[config.mk]
export PLATFORM = sky130hd
export DESIGN_NAME = arp_reply_frame_filter_flat
export DESIGN_NICKNAME = d
export VERILOG_FILES = /design/src/sv/arf_pkg.sv /design/src/sv/arf_if.sv /design/src/sv/arf_front.sv /design/src/sv/arf_queue.sv /design/src/sv/arf_back.sv /design/src/sv/arp_reply_frame_filter.sv /design/src/flat_wrapper.sv
export VERILOG_INCLUDE_DIRS = /design/src /design/src/sv
export SDC_FILE = /design/constraint.sdc
export NUM_CORES = 1
export LEC_CHECK = 0
export ABC_CLOCK_PERIOD_IN_PS = 4420
export BUFFER_PORTS_ARGS = -buffer_cell sky130_fd_sc_hd__buf_4
export CORE_MARGIN = 2
export CORE_UTILIZATION = 53
export CTS_BUF_LIST = sky130_fd_sc_hd__clkbuf_16
export CTS_CLUSTER_DIAMETER = 30
export DETAILED_ROUTE_END_ITERATION = 10
export MAX_ROUTING_LAYER = met4
export PLACE_DENSITY = 0.76
export SYNTH_ARGS = -nofsm -noshare
export SYNTH_HDL_FRONTEND = slang
export SYNTH_SLANG_ARGS = --single-unit
export TNS_END_PERCENT = 1
[constraint.sdc]
create_clock -name clk_i -period 4.42 [get_ports clk_i]
set_input_delay 0.442 -clock clk_i [delete_from_list [all_inputs] [get_ports clk_i]]
set_output_delay 0.442 -clock clk_i [all_outputs]
set_load 0.1 [all_outputs]
[src/sv/arp_reply_frame_filter_defines.svh]
// ----------------------------------------------------------------------------
// ARP reply frame filter assertion macros
// Shared concurrent assertion helpers, clocked on clk_i and gated by rst_ni.
// ----------------------------------------------------------------------------
`ifndef ARP_REPLY_FRAME_FILTER_DEFINES_SVH
`define ARP_REPLY_FRAME_FILTER_DEFINES_SVH

// same-cycle implication
`define ARF_ASSERT_NOW(lbl, ante, cons, msg) \
  lbl: assert property (@(posedge clk_i) disable iff (!rst_ni) (ante) |-> (cons)) \
    else $error(msg);

// next-cycle implication
`define ARF_ASSERT_NEXT(lbl, ante, cons, msg) \
  lbl: assert property (@(posedge clk_i) disable iff (!rst_ni) (ante) |=> (cons)) \
    else $error(msg);

`endif

[src/sv/arf_pkg.sv]
// ----------------------------------------------------------------------------
// ARP reply frame filter package
// Shared types, constants and byte classification helpers.
// ----------------------------------------------------------------------------
package arf_pkg;

  localparam int unsigned MacW     = 48;
  localparam int unsigned IpW      = 32;
  localparam int unsigned PosW     = 6;
  localparam int unsigned MinBytes = 42;
  localparam int unsigned QDepth   = 4;
  localparam int unsigned QAw      = $clog2(QDepth);
  localparam int unsigned QCntW    = $clog2(QDepth + 1);

  localparam logic [PosW-1:0] PosSat  = PosW'(MinBytes);
  localparam logic [PosW-1:0] PosLast = PosW'(MinBytes - 1);

  localparam logic [7:0] EtypeHi = 8'h08;
  localparam logic [7:0] EtypeLo = 8'h06;
  localparam logic [7:0] OpcHi   = 8'h00;
  localparam logic [7:0] OpcLo   = 8'h02;

  // role of a frame byte
  typedef enum logic [3:0] {
    KIND_NONE  = 4'd0,
    KIND_DST   = 4'd1,
    KIND_SRC   = 4'd2,
    KIND_ET_HI = 4'd3,
    KIND_ET_LO = 4'd4,
    KIND_OP_HI = 4'd5,
    KIND_OP_LO = 4'd6,
    KIND_SMAC  = 4'd7,
    KIND_SIP   = 4'd8,
    KIND_TMAC  = 4'd9
  } arf_kind_e;

  typedef struct packed {
    logic [7:0] data;
    logic       last;
    arf_kind_e  kind;
    logic       mismatch;
    logic       full_len;
  } arf_entry_t;

  function automatic arf_kind_e classify(input logic [PosW-1:0] pos);
    arf_kind_e k;
    k = KIND_NONE;
    case (pos) inside
      [6'd0 : 6'd5]:   k = KIND_DST;
      [6'd6 : 6'd11]:  k = KIND_SRC;
      6'd12:           k = KIND_ET_HI;
      6'd13:           k = KIND_ET_LO;
      6'd20:           k = KIND_OP_HI;
      6'd21:           k = KIND_OP_LO;
      [6'd22 : 6'd27]: k = KIND_SMAC;
      [6'd28 : 6'd31]: k = KIND_SIP;
      [6'd32 : 6'd37]: k = KIND_TMAC;
      default:         k = KIND_NONE;
    endcase
    return k;
  endfunction

  function automatic logic [7:0] mac_byte(input logic [MacW-1:0] mac,
                                          input logic [2:0] idx);
    logic [7:0] b;
    case (idx)
      3'd0:    b = mac[47:40];
      3'd1:    b = mac[39:32];
      3'd2:    b = mac[31:24];
      3'd3:    b = mac[23:16];
      3'd4:    b = mac[15:8];
      3'd5:    b = mac[7:0];
      default: b = 8'h00;
    endcase
    return b;
  endfunction

endpackage

[src/sv/arf_if.sv]
// ----------------------------------------------------------------------------
// ARP reply frame filter channels
// Valid/ready channels for frame bytes in and filter results out.
// ----------------------------------------------------------------------------
interface arf_byte_if;
  logic       valid;
  logic       ready;
  logic [7:0] frame_byte;
  logic       frame_end;

  modport source (output valid, frame_byte, frame_end, input ready);
  modport sink   (input valid, frame_byte, frame_end, output ready);
endinterface

interface arf_result_if;
  logic                        valid;
  logic                        ready;
  logic                        accepted;
  logic [arf_pkg::IpW-1:0]     sender_ip;
  logic [arf_pkg::MacW-1:0]    sender_mac;

  modport source (output valid, accepted, sender_ip, sender_mac, input ready);
  modport sink   (input valid, accepted, sender_ip, sender_mac, output ready);
endinterface

[src/sv/arf_front.sv]
// ----------------------------------------------------------------------------
// ARP reply frame filter front end
// Tracks byte position, classifies each beat, compares to own MAC/ARP fields.
// ----------------------------------------------------------------------------
module arf_front (
  input  logic                      clk_i,
  input  logic                      rst_ni,
  input  logic [arf_pkg::MacW-1:0]  own_mac_i,
  arf_byte_if.sink                  rx,
  input  logic                      q_full_i,
  output logic                      q_push_o,
  output arf_pkg::arf_entry_t       q_entry_o
);

  logic [arf_pkg::PosW-1:0] pos_q, pos_d;
  logic [arf_pkg::PosW-1:0] off;
  logic [7:0]               expect_byte;
  arf_pkg::arf_kind_e       kind;

  assign rx.ready = !q_full_i;
  assign q_push_o = rx.valid && !q_full_i;

  assign kind = arf_pkg::classify(pos_q);

  always_comb begin
    off         = '0;
    expect_byte = 8'h00;
    case (kind)
      arf_pkg::KIND_DST:   off = pos_q;
      arf_pkg::KIND_SRC:   off = pos_q - arf_pkg::PosW'(6);
      arf_pkg::KIND_SMAC:  off = pos_q - arf_pkg::PosW'(22);
      arf_pkg::KIND_TMAC:  off = pos_q - arf_pkg::PosW'(32);
      default:             off = '0;
    endcase
    case (kind)
      arf_pkg::KIND_ET_HI: expect_byte = arf_pkg::EtypeHi;
      arf_pkg::KIND_ET_LO: expect_byte = arf_pkg::EtypeLo;
      arf_pkg::KIND_OP_HI: expect_byte = arf_pkg::OpcHi;
      arf_pkg::KIND_OP_LO: expect_byte = arf_pkg::OpcLo;
      default:             expect_byte = arf_pkg::mac_byte(own_mac_i, off[2:0]);
    endcase
  end

  always_comb begin
    q_entry_o.data     = rx.frame_byte;
    q_entry_o.last     = rx.frame_end;
    q_entry_o.kind     = kind;
    q_entry_o.mismatch = rx.frame_byte != expect_byte;
    q_entry_o.full_len = pos_q >= arf_pkg::PosLast;
  end

  always_comb begin
    pos_d = pos_q;
    if (q_push_o) begin
      if (rx.frame_end) begin
        pos_d = '0;
      end else if (pos_q < arf_pkg::PosSat) begin
        pos_d = pos_q + arf_pkg::PosW'(1);
      end
    end
  end

  always_ff @(posedge clk_i or negedge rst_ni) begin
    if (!rst_ni) begin
      pos_q <= '0;
    end else begin
      pos_q <= pos_d;
    end
  end

endmodule

[src/sv/arf_queue.sv]
// ----------------------------------------------------------------------------
// ARP reply frame filter beat queue
// Small flop-based FIFO between the classifier and the check/capture stage.
// ----------------------------------------------------------------------------
module arf_queue (
  input  logic                         clk_i,
  input  logic                         rst_ni,
  input  logic                         push_i,
  input  arf_pkg::arf_entry_t          entry_i,
  output logic                         full_o,
  input  logic                         pop_i,
  output logic                         valid_o,
  output arf_pkg::arf_entry_t          entry_o,
  output logic [arf_pkg::QCntW-1:0]    count_o
);

  arf_pkg::arf_entry_t         mem_q [arf_pkg::QDepth];
  logic [arf_pkg::QAw-1:0]     wr_q, wr_d, rd_q, rd_d;
  logic [arf_pkg::QCntW-1:0]   cnt_q, cnt_d;

  assign full_o  = cnt_q == arf_pkg::QCntW'(arf_pkg::QDepth);
  assign valid_o = cnt_q != '0;
  assign entry_o = mem_q[rd_q];
  assign count_o = cnt_q;

  always_comb begin
    wr_d  = push_i ? wr_q + arf_pkg::QAw'(1) : wr_q;
    rd_d  = pop_i  ? rd_q + arf_pkg::QAw'(1) : rd_q;
    cnt_d = cnt_q;
    if (push_i && !pop_i) begin
      cnt_d = cnt_q + arf_pkg::QCntW'(1);
    end else if (pop_i && !push_i) begin
      cnt_d = cnt_q - arf_pkg::QCntW'(1);
    end
  end

  always_ff @(posedge clk_i) begin
    if (push_i) begin
      mem_q[wr_q] <= entry_i;
    end
  end

  always_ff @(posedge clk_i or negedge rst_ni) begin
    if (!rst_ni) begin
      wr_q  <= '0;
      rd_q  <= '0;
      cnt_q <= '0;
    end else begin
      wr_q  <= wr_d;
      rd_q  <= rd_d;
      cnt_q <= cnt_d;
    end
  end

endmodule

[src/sv/arf_back.sv]
// ----------------------------------------------------------------------------
// ARP reply frame filter back end
// Folds per-beat checks into frame flags, captures sender fields, emits result.
// ----------------------------------------------------------------------------
module arf_back (
  input  logic                  clk_i,
  input  logic                  rst_ni,
  input  logic                  q_valid_i,
  input  arf_pkg::arf_entry_t   q_entry_i,
  output logic                  q_pop_o,
  arf_result_if.source          res
);

  logic                     pass_q, pass_d;
  logic                     src_diff_q, src_diff_d;
  logic                     snd_diff_q, snd_diff_d;
  logic [arf_pkg::MacW-1:0] mac_q, mac_d;
  logic [arf_pkg::IpW-1:0]  ip_q, ip_d;
  logic                     out_valid_q, out_valid_d;
  logic                     out_acc_q;
  logic [arf_pkg::MacW-1:0] out_mac_q;
  logic [arf_pkg::IpW-1:0]  out_ip_q;
  logic                     ok;

  // a last beat needs a free output slot; other beats always drain
  assign q_pop_o = q_valid_i && (!q_entry_i.last || !out_valid_q || res.ready);

  always_comb begin
    pass_d     = pass_q;
    src_diff_d = src_diff_q;
    snd_diff_d = snd_diff_q;
    mac_d      = mac_q;
    ip_d       = ip_q;
    case (q_entry_i.kind)
      arf_pkg::KIND_DST, arf_pkg::KIND_TMAC, arf_pkg::KIND_ET_HI,
      arf_pkg::KIND_ET_LO, arf_pkg::KIND_OP_HI, arf_pkg::KIND_OP_LO: begin
        pass_d = pass_q && !q_entry_i.mismatch;
      end
      arf_pkg::KIND_SRC: begin
        src_diff_d = src_diff_q || q_entry_i.mismatch;
      end
      arf_pkg::KIND_SMAC: begin
        snd_diff_d = snd_diff_q || q_entry_i.mismatch;
        mac_d      = {mac_q[arf_pkg::MacW-9:0], q_entry_i.data};
      end
      arf_pkg::KIND_SIP: begin
        ip_d = {ip_q[arf_pkg::IpW-9:0], q_entry_i.data};
      end
      default: begin
      end
    endcase
  end

  assign ok = q_entry_i.full_len && pass_d && src_diff_d && snd_diff_d;

  always_comb begin
    out_valid_d = out_valid_q;
    if (q_pop_o && q_entry_i.last) begin
      out_valid_d = 1'b1;
    end else if (res.ready) begin
      out_valid_d = 1'b0;
    end
  end

  always_ff @(posedge clk_i or negedge rst_ni) begin
    if (!rst_ni) begin
      pass_q      <= 1'b1;
      src_diff_q  <= 1'b0;
      snd_diff_q  <= 1'b0;
      mac_q       <= '0;
      ip_q        <= '0;
      out_valid_q <= 1'b0;
    end else begin
      out_valid_q <= out_valid_d;
      if (q_pop_o) begin
        if (q_entry_i.last) begin
          pass_q     <= 1'b1;
          src_diff_q <= 1'b0;
          snd_diff_q <= 1'b0;
          mac_q      <= '0;
          ip_q       <= '0;
        end else begin
          pass_q     <= pass_d;
          src_diff_q <= src_diff_d;
          snd_diff_q <= snd_diff_d;
          mac_q      <= mac_d;
          ip_q       <= ip_d;
        end
      end
    end
  end

  always_ff @(posedge clk_i) begin
    if (q_pop_o && q_entry_i.last) begin
      out_acc_q <= ok;
      out_mac_q <= ok ? mac_d : '0;
      out_ip_q  <= ok ? ip_d : '0;
    end
  end

  assign res.valid      = out_valid_q;
  assign res.accepted   = out_acc_q;
  assign res.sender_ip  = out_ip_q;
  assign res.sender_mac = out_mac_q;

endmodule

[src/sv/arp_reply_frame_filter.sv]
// ----------------------------------------------------------------------------
// ARP reply frame filter
// Checks received Ethernet frames for ARP replies addressed to this station.
// ----------------------------------------------------------------------------
// Usage:
//   rx_i carries one frame byte per beat (frame_byte) with frame_end on the
//   final byte. res_o carries one result per frame: accepted, plus sender_ip
//   and sender_mac (zero when rejected). cfg_we_i/cfg_wdata_i load own_mac.
//   Throughput: one beat per cycle while the queue is not full. Each beat
//   is classified and compared in the front end, then queued (4 entries)
//   for the check and capture stage, which retires one beat per cycle
//   unless a last beat waits for a free output register. Result path: the
//   last beat passes through the queue, then the output register; queued
//   beats ahead of it and a held res_o delay the result further.
//   Stall: if res_o is held, the last beat of the next frame waits at the
//   queue head; earlier beats keep draining and rx_i stalls only once the
//   queue is full.
//   Reset: own_mac clears to zero, position and frame flags return to the
//   start of a frame, queue and output register empty.
// ----------------------------------------------------------------------------
`include "arp_reply_frame_filter_defines.svh"

module arp_reply_frame_filter (
  input  logic                      clk_i,
  input  logic                      rst_ni,
  input  logic                      cfg_we_i,
  input  logic [arf_pkg::MacW-1:0]  cfg_wdata_i,
  arf_byte_if.sink                  rx_i,
  arf_result_if.source              res_o
);

  logic [arf_pkg::MacW-1:0]  own_mac_q, own_mac_d;
  logic                      q_push, q_full, q_pop, q_valid;
  arf_pkg::arf_entry_t       q_in, q_out;
  logic [arf_pkg::QCntW-1:0] q_cnt;
  logic                      res_rej;
  logic                      res_zero;

  assign own_mac_d = cfg_we_i ? cfg_wdata_i : own_mac_q;

  always_ff @(posedge clk_i or negedge rst_ni) begin
    if (!rst_ni) begin
      own_mac_q <= '0;
    end else begin
      own_mac_q <= own_mac_d;
    end
  end

  arf_front u_front (
    .clk_i     (clk_i),
    .rst_ni    (rst_ni),
    .own_mac_i (own_mac_q),
    .rx        (rx_i),
    .q_full_i  (q_full),
    .q_push_o  (q_push),
    .q_entry_o (q_in)
  );

  arf_queue u_queue (
    .clk_i   (clk_i),
    .rst_ni  (rst_ni),
    .push_i  (q_push),
    .entry_i (q_in),
    .full_o  (q_full),
    .pop_i   (q_pop),
    .valid_o (q_valid),
    .entry_o (q_out),
    .count_o (q_cnt)
  );

  arf_back u_back (
    .clk_i     (clk_i),
    .rst_ni    (rst_ni),
    .q_valid_i (q_valid),
    .q_entry_i (q_out),
    .q_pop_o   (q_pop),
    .res       (res_o)
  );

  assign res_rej  = res_o.valid && !res_o.accepted;
  assign res_zero = (res_o.sender_ip == '0) && (res_o.sender_mac == '0);

  `ARF_ASSERT_NOW(a_q_cnt_bound, 1'b1, q_cnt <= arf_pkg::QCntW'(arf_pkg::QDepth), "queue overflow")
  `ARF_ASSERT_NOW(a_reject_zero, res_rej, res_zero, "rejected result carries data")
  `ARF_ASSERT_NEXT(a_last_to_out, q_pop && q_out.last, res_o.valid, "frame end gave no result")
  `ARF_ASSERT_NOW(a_pop_needs_data, q_pop, q_valid, "pop from empty queue")

endmodule
[src/flat_wrapper.sv]
// flat-port wrapper written by rule: the top's interface ports become plain ports
module arp_reply_frame_filter_flat 
  (clk_i, rst_ni, cfg_we_i, cfg_wdata_i, rx_i_valid, rx_i_frame_byte, rx_i_frame_end, rx_i_ready, res_o_valid, res_o_accepted, res_o_sender_ip, res_o_sender_mac, res_o_ready);
  arf_byte_if rx_i_i ();
  arf_result_if res_o_i ();
  input  logic clk_i;
  input  logic rst_ni;
  input  logic cfg_we_i;
  input  logic [arf_pkg::MacW-1:0] cfg_wdata_i;
  input wire logic [$bits(rx_i_i.valid)-1:0] rx_i_valid;
  input wire logic [$bits(rx_i_i.frame_byte)-1:0] rx_i_frame_byte;
  input wire logic [$bits(rx_i_i.frame_end)-1:0] rx_i_frame_end;
  output wire logic [$bits(rx_i_i.ready)-1:0] rx_i_ready;
  output wire logic [$bits(res_o_i.valid)-1:0] res_o_valid;
  output wire logic [$bits(res_o_i.accepted)-1:0] res_o_accepted;
  output wire logic [$bits(res_o_i.sender_ip)-1:0] res_o_sender_ip;
  output wire logic [$bits(res_o_i.sender_mac)-1:0] res_o_sender_mac;
  input wire logic [$bits(res_o_i.ready)-1:0] res_o_ready;
  assign rx_i_i.valid = rx_i_valid;
  assign rx_i_i.frame_byte = rx_i_frame_byte;
  assign rx_i_i.frame_end = rx_i_frame_end;
  assign rx_i_ready = rx_i_i.ready;
  assign res_o_valid = res_o_i.valid;
  assign res_o_accepted = res_o_i.accepted;
  assign res_o_sender_ip = res_o_i.sender_ip;
  assign res_o_sender_mac = res_o_i.sender_mac;
  assign res_o_i.ready = res_o_ready;
  arp_reply_frame_filter u_core (.clk_i(clk_i), .rst_ni(rst_ni), .cfg_we_i(cfg_we_i), .cfg_wdata_i(cfg_wdata_i), .rx_i(rx_i_i), .res_o(res_o_i));
endmodule
# After elaboration in Yosys (flattened, before gate mapping)
# Memories as Yosys holds them, arrays and structs flattened.
# Cells that the tools add are included.
# totals
ff_bits	226
ram_bits	60
inputBits	62
output_inout_bits	83
elab_cells	124
mem_count	1
# mem_list
memory	depth	word_bits	rd	rd_clocked_by_memory_dff	wr	line	rtl
u_core.u_queue.mem_q	4	15	1	0	1	arf_queue.sv:17	arf_pkg::arf_entry_t mem_q [arf_pkg::QDepth];
# op_classes
addsub	8
magnitude_cmp	12
eq_ne	28
mux	30
n_reduce_logical	31
# op_table
operator	n
48-bit 2-to-1 mux	2
32-bit 2-to-1 mux	2
8-bit case mux with 6 select lines	1
4-bit 2-to-1 mux	9
4-bit by 3-bit equality test with 1-bit output, second input constant	8
8-bit case mux with 4 select lines	1
4-bit by 2-bit equality test with 1-bit output, second input constant	4
1-bit logical AND	14
4-bit equality test, second input constant	3
6-bit by 4-bit equality test with 1-bit output, second input constant	2
6-bit by 5-bit equality test with 1-bit output, second input constant	2
6-bit by 5-bit >= comparator with 1-bit output, second input constant	2
6-bit >= comparator, second input constant	2
6-bit by 5-bit <= comparator with 1-bit output, second input constant	2
6-bit 2-to-1 mux	2
3-bit case mux with 4 select lines	1
1-bit 2-to-1 mux	10
3-bit equality test, second input constant	3
4-bit by 1-bit equality test with 1-bit output, second input constant	2
8-bit != test	1
6-bit by 1-bit adder with 6-bit output, second input constant	1
3-bit by 2-bit equality test with 1-bit output, second input constant	2
6-bit by 1-bit >= comparator with 1-bit output, second input constant	1
6-bit by 3-bit >= comparator with 1-bit output, second input constant	1
other kinds (17)	31

# Depth between registers and ports, before layout
# depth
depth_word	17
depth_mapped	13
depth_no_buf	12

# Modules after synthesis
# A second synthesis with hierarchy kept.
# unflattened
hier_cells	975
area_unflattened_um2	12851.1
# modules_own_cells
mod	instances	cells_each	area_per_inst_um2	seq_area_each_um2
arf_back	1	549	6759.0	4535.6
arf_queue	1	113	2598.7	1976.9
arp_reply_frame_filter	1	101	1860.5	1201.2
arf_front	1	212	1632.8	150.1

# Least setup slack after synthesis
# Ideal clock, no wire load.
# synth_timing
path_kind	reg-to-reg
from	register u_core.u_queue.rd_q[0] (netlist bit)
to	register u_core.u_back.out_acc_q (netlist: u_core.u_back.res.accepted) (enable)
setup_time_ns	0.473
arrival_time_ns	3.884
t_required_ns	3.947
path_slack_ns	0.064
path_stages_with_launch	6
n_path_buf	2
period_less_slack_ns	4.356
cell_sequence	dfrtp_1 buf_6 mux4_2 a31oi_1 and2_1 clkbuf_1
# synth_via
elab_chain_cells	6
# synth_lines
element	line	rtl
start: declaration	arf_queue.sv:18	logic [arf_pkg::QAw-1:0] wr_q, wr_d, rd_q, rd_d;
start signal: assignment	arf_queue.sv:50	rd_q <= rd_d;
memory 4 x 15 bit (*)	-	
1-bit logical NOT	arf_back.sv:26	assign q_pop_o = q_valid_i && (!q_entry_i.last || !out_valid_q || res.ready);
1-bit logical OR (2 in series)	arf_back.sv:26	
1-bit logical AND	arf_back.sv:26	
1-bit logical AND (*)	arf_back.sv:94	if (q_pop_o && q_entry_i.last) begin
end signal: assignment	arf_back.sv:95	out_acc_q <= ok;
end: declaration	arf_back.sv:20	logic out_acc_q;
# Mark *: on every way between the ends. The rest lies on a longest branch, timed or not.
# A chain may end at the register's enable or synchronous reset.

==> metrics.cfg <==
[status]
status=finished clean

[worst_setup_path]
worstSetupEndpointType=flop
crit_arrival_ns=3.77
critical_path_class=reg -> reg
path_max_fanout=11
required_ns=4.66
crit_path_start_kind=flop

[power]
p_per_area_nw_per_um2=842.4
p_leak_nw=6.149
vdd_drop_max_mv=0.8228
power.total_mw=13.32

[clock_network]
clkTransAtPathRegs_ns=0.05
root_buffer=clkbuf_16
numCtsBuffers=51
clk_path_buf_depth=3
holdBufCountCts=0
worstSkewPairLatency_ns=0.55
post_cts_buffers=0
htree_levels=2
cts_sinks=286
cts_resized=0
cts_tree=yes

[global_route]
grt_pass1_vias=8634
grt_pass1_wl_um=44370
gr-total-overflow=0
antenna_found_initial=0
track_usage_pct=22.28
grt_max_degree=98

[logic_synthesis]
synth_top_area_share_pct=33.32
synth_top_family_by_area=compound AO/OA/AOI/OAI gates
yosys.area.top_type=edfxtp_1
yosys-mux-area-fraction_pct=8.045
synth_cells=970
ys_async_sr_fraction_pct=50.70
ys_types=72
synth_warnings=0
yosys.area_share.xor_xnor_pct=0.9649
yosysMostFrequentCell=nand2_1
synth-adder-area-share_pct=1.339
netlist_top_cells_area=edfxtp_1, dfrtp_1, a22o_1
avgSynthCellArea_sq_um=13.10
syn_area_sq_um=12710
synth-simple-area-share_pct=9.325
synth_ff_type=dfrtp_1
synth_seq_cells=286
synthTopCellsByCount=nand2_1, dfrtp_1, edfxtp_1
synth_compound_area_share_pct=15.46
seq_area_frac_synth_pct=61.88
synth_edf_count=141
synthesis.nets=1045

[final_layout]
nFillCells=1637
seq_area_sq_um=7864
final_nets=1195
drive_gt1_share_pct=36.29
design_area_sq_um=15810
areaGrowthSynthToFinish_pct=24.42
final-instance-count-excl-fill=1482
multi_input_area_sq_um=4506
diodes=0

[placed_design]
dp_hpwl_um=17120
place.gp.congestion=0.8429
place_area_sq_um=14010
post-place-cells=1386
port_buffers=144

[sta]
slew_violations=0
post-route-period-util_pct=79.92
rsz0062_at_grt=false
setup_viol=0
setup-tns-final_ns=0
fmax_mhz=283.1
min_period_ns=3.532
tightest_slew_ns=1.120
fin_skew_ns=0.02026
hold_viol=0
timing.slew.headroom_pct=25.19

[drt]
routed_wirelength_um=26960
avgRoutedWirePerCell_um=18.19
avgViaCountPerCell=5.654
vias=8379
drt_first_pass_iters=5
drt_iter0_markers=564
ant_nets=0
drc_errors=0

[floorplanning]
die-area_sq_um=25230
initial_core_util_pct=54.14
die_x_um=158.8
ios=145
core_sq_um=23470
die_y_um=158.8
rows=56

[flow_run]
maxCapViolCount=0

[hold_path]
hold_path.class=in -> async

-- cell type report --
class	count	share of cell area [%]
clock buffers	52	8.230
clock inverters	44	3.126
inverters	13	0.3086
multi-input cells	609	28.50
flip-flops and latches	286	49.74
well taps	319	2.525
repair buffers	159	7.574
-- routing by layer --
layer  global-route usage, %  part of all wire [%]  up-vias
met5                       -                     0        -
met4                   6.714                   2.2        0
met3                   4.545                   6.1       53
met2                   35.83                    50      285
met1                   28.86                    42     4168
li1                        -                     -     3873
-- registers in the layout, summed over array words and instances, names as in the netlist, 2 cells and up --
signal                        count
u_core.u_queue.wr_q               2
u_core.u_back.ip_q               32
u_core.u_back.mac_q              48
u_core.u_queue.mem_q             60
u_core.u_queue.count_o            3
u_core.u_back.res.sender_mac     48
u_core.u_front.pos_q              6
u_core.own_mac_q                 48
u_core.u_queue.rd_q               2
u_core.u_back.res.sender_ip      32
-- per-stage QoR --
step	worst slack [ns]	hold slack, ns	utilization (%)
CTS	0.9728	0.02768	67.36
finish	0.8876	0.0001876	67.36
floorplan	0.06367	0.1464	-
global route	0.5564	0.06252	67.36
detailed placement	0.9869	0.4817	59.71
global placement	1.085	0.4815	59.71
-- layout by cell type, fill, tap and decap left out, types with 8 or more instances in the layout --
cell type	synthesis	layout
a21oi_1	26	26
a21oi_2	80	80
a22o_1	81	81
buf_4	1	158
clkbuf_16	0	52
clkinvlp_4	0	12
dfrtp_1	144	144
edfxtp_1	141	141
ha_1	12	12
inv_1	12	15
inv_6	0	10
mux2_2	51	51
mux2i_1	11	11
mux4_2	15	15
nand2_1	179	179
nor2_1	31	29
o21ai_0	8	8
-- power by group --
group,switching (mW),internal [mW]
Sequential,0.293,3.58
Combinational,4.32,1.14
Clock,1.39,2.60
Total,6.01,7.31
-- worst max-delay path, cell delays in order, from the launching register on --
cell and delay, ns:
dfrtp_1 0.51, inv_1 0.25, ha_1 0.32, nor2_1 0.08
o21ai_1 0.32, a21oi_4 0.14, o21ai_2 0.32, a21oi_1 0.13
a2111oi_1 0.50, o21a_1 0.19, xnor2_1 0.07, a311oi_1 0.20
nand4_1 0.21
-- path summary, 6_finish.rpt --
check / startpoint / endpoint / slack, ns / cells after the start
hold / removal: rst_ni / u_core.own_mac_q[3]$_DFFE_PN0P_ / 0.0002 / 1
setup reg to reg: u_core.u_front.pos_q[0]$_DFFE_PN0P_ / u_core.u_queue.mem_q[2][1]$_DFFE_PP_ / 0.89 / 12
setup / recovery: u_core.u_front.pos_q[0]$_DFFE_PN0P_ / u_core.u_queue.mem_q[2][1]$_DFFE_PP_ / 0.89 / 12
max in group asynchronous: rst_ni / u_core.u_back.pass_q$_DFFE_PN1P_ / 3.44 / 2
min in group clk_i: rx_i_frame_byte[2] / u_core.u_queue.mem_q[1][9]$_DFFE_PP_ / 0.13 / 1
hold reg to reg: u_core.u_back.ip_q[25]$_DFFE_PN0P_ / u_core.u_back.ip_q[25]$_DFFE_PN0P_ / 0.50 / 1
-- cells by family (layout without fill, tap and decap cells) --
kind of cell    after synthesis  count (layout)
simple gates                268             268
mux                          77              77
flops                       286             286
xor+xnor                     14              14
compound gates              237             237
fa+ha+maj                    13              13
buf+inv                      75             268
No activity file was read; power rests on OpenSTA's default activity.
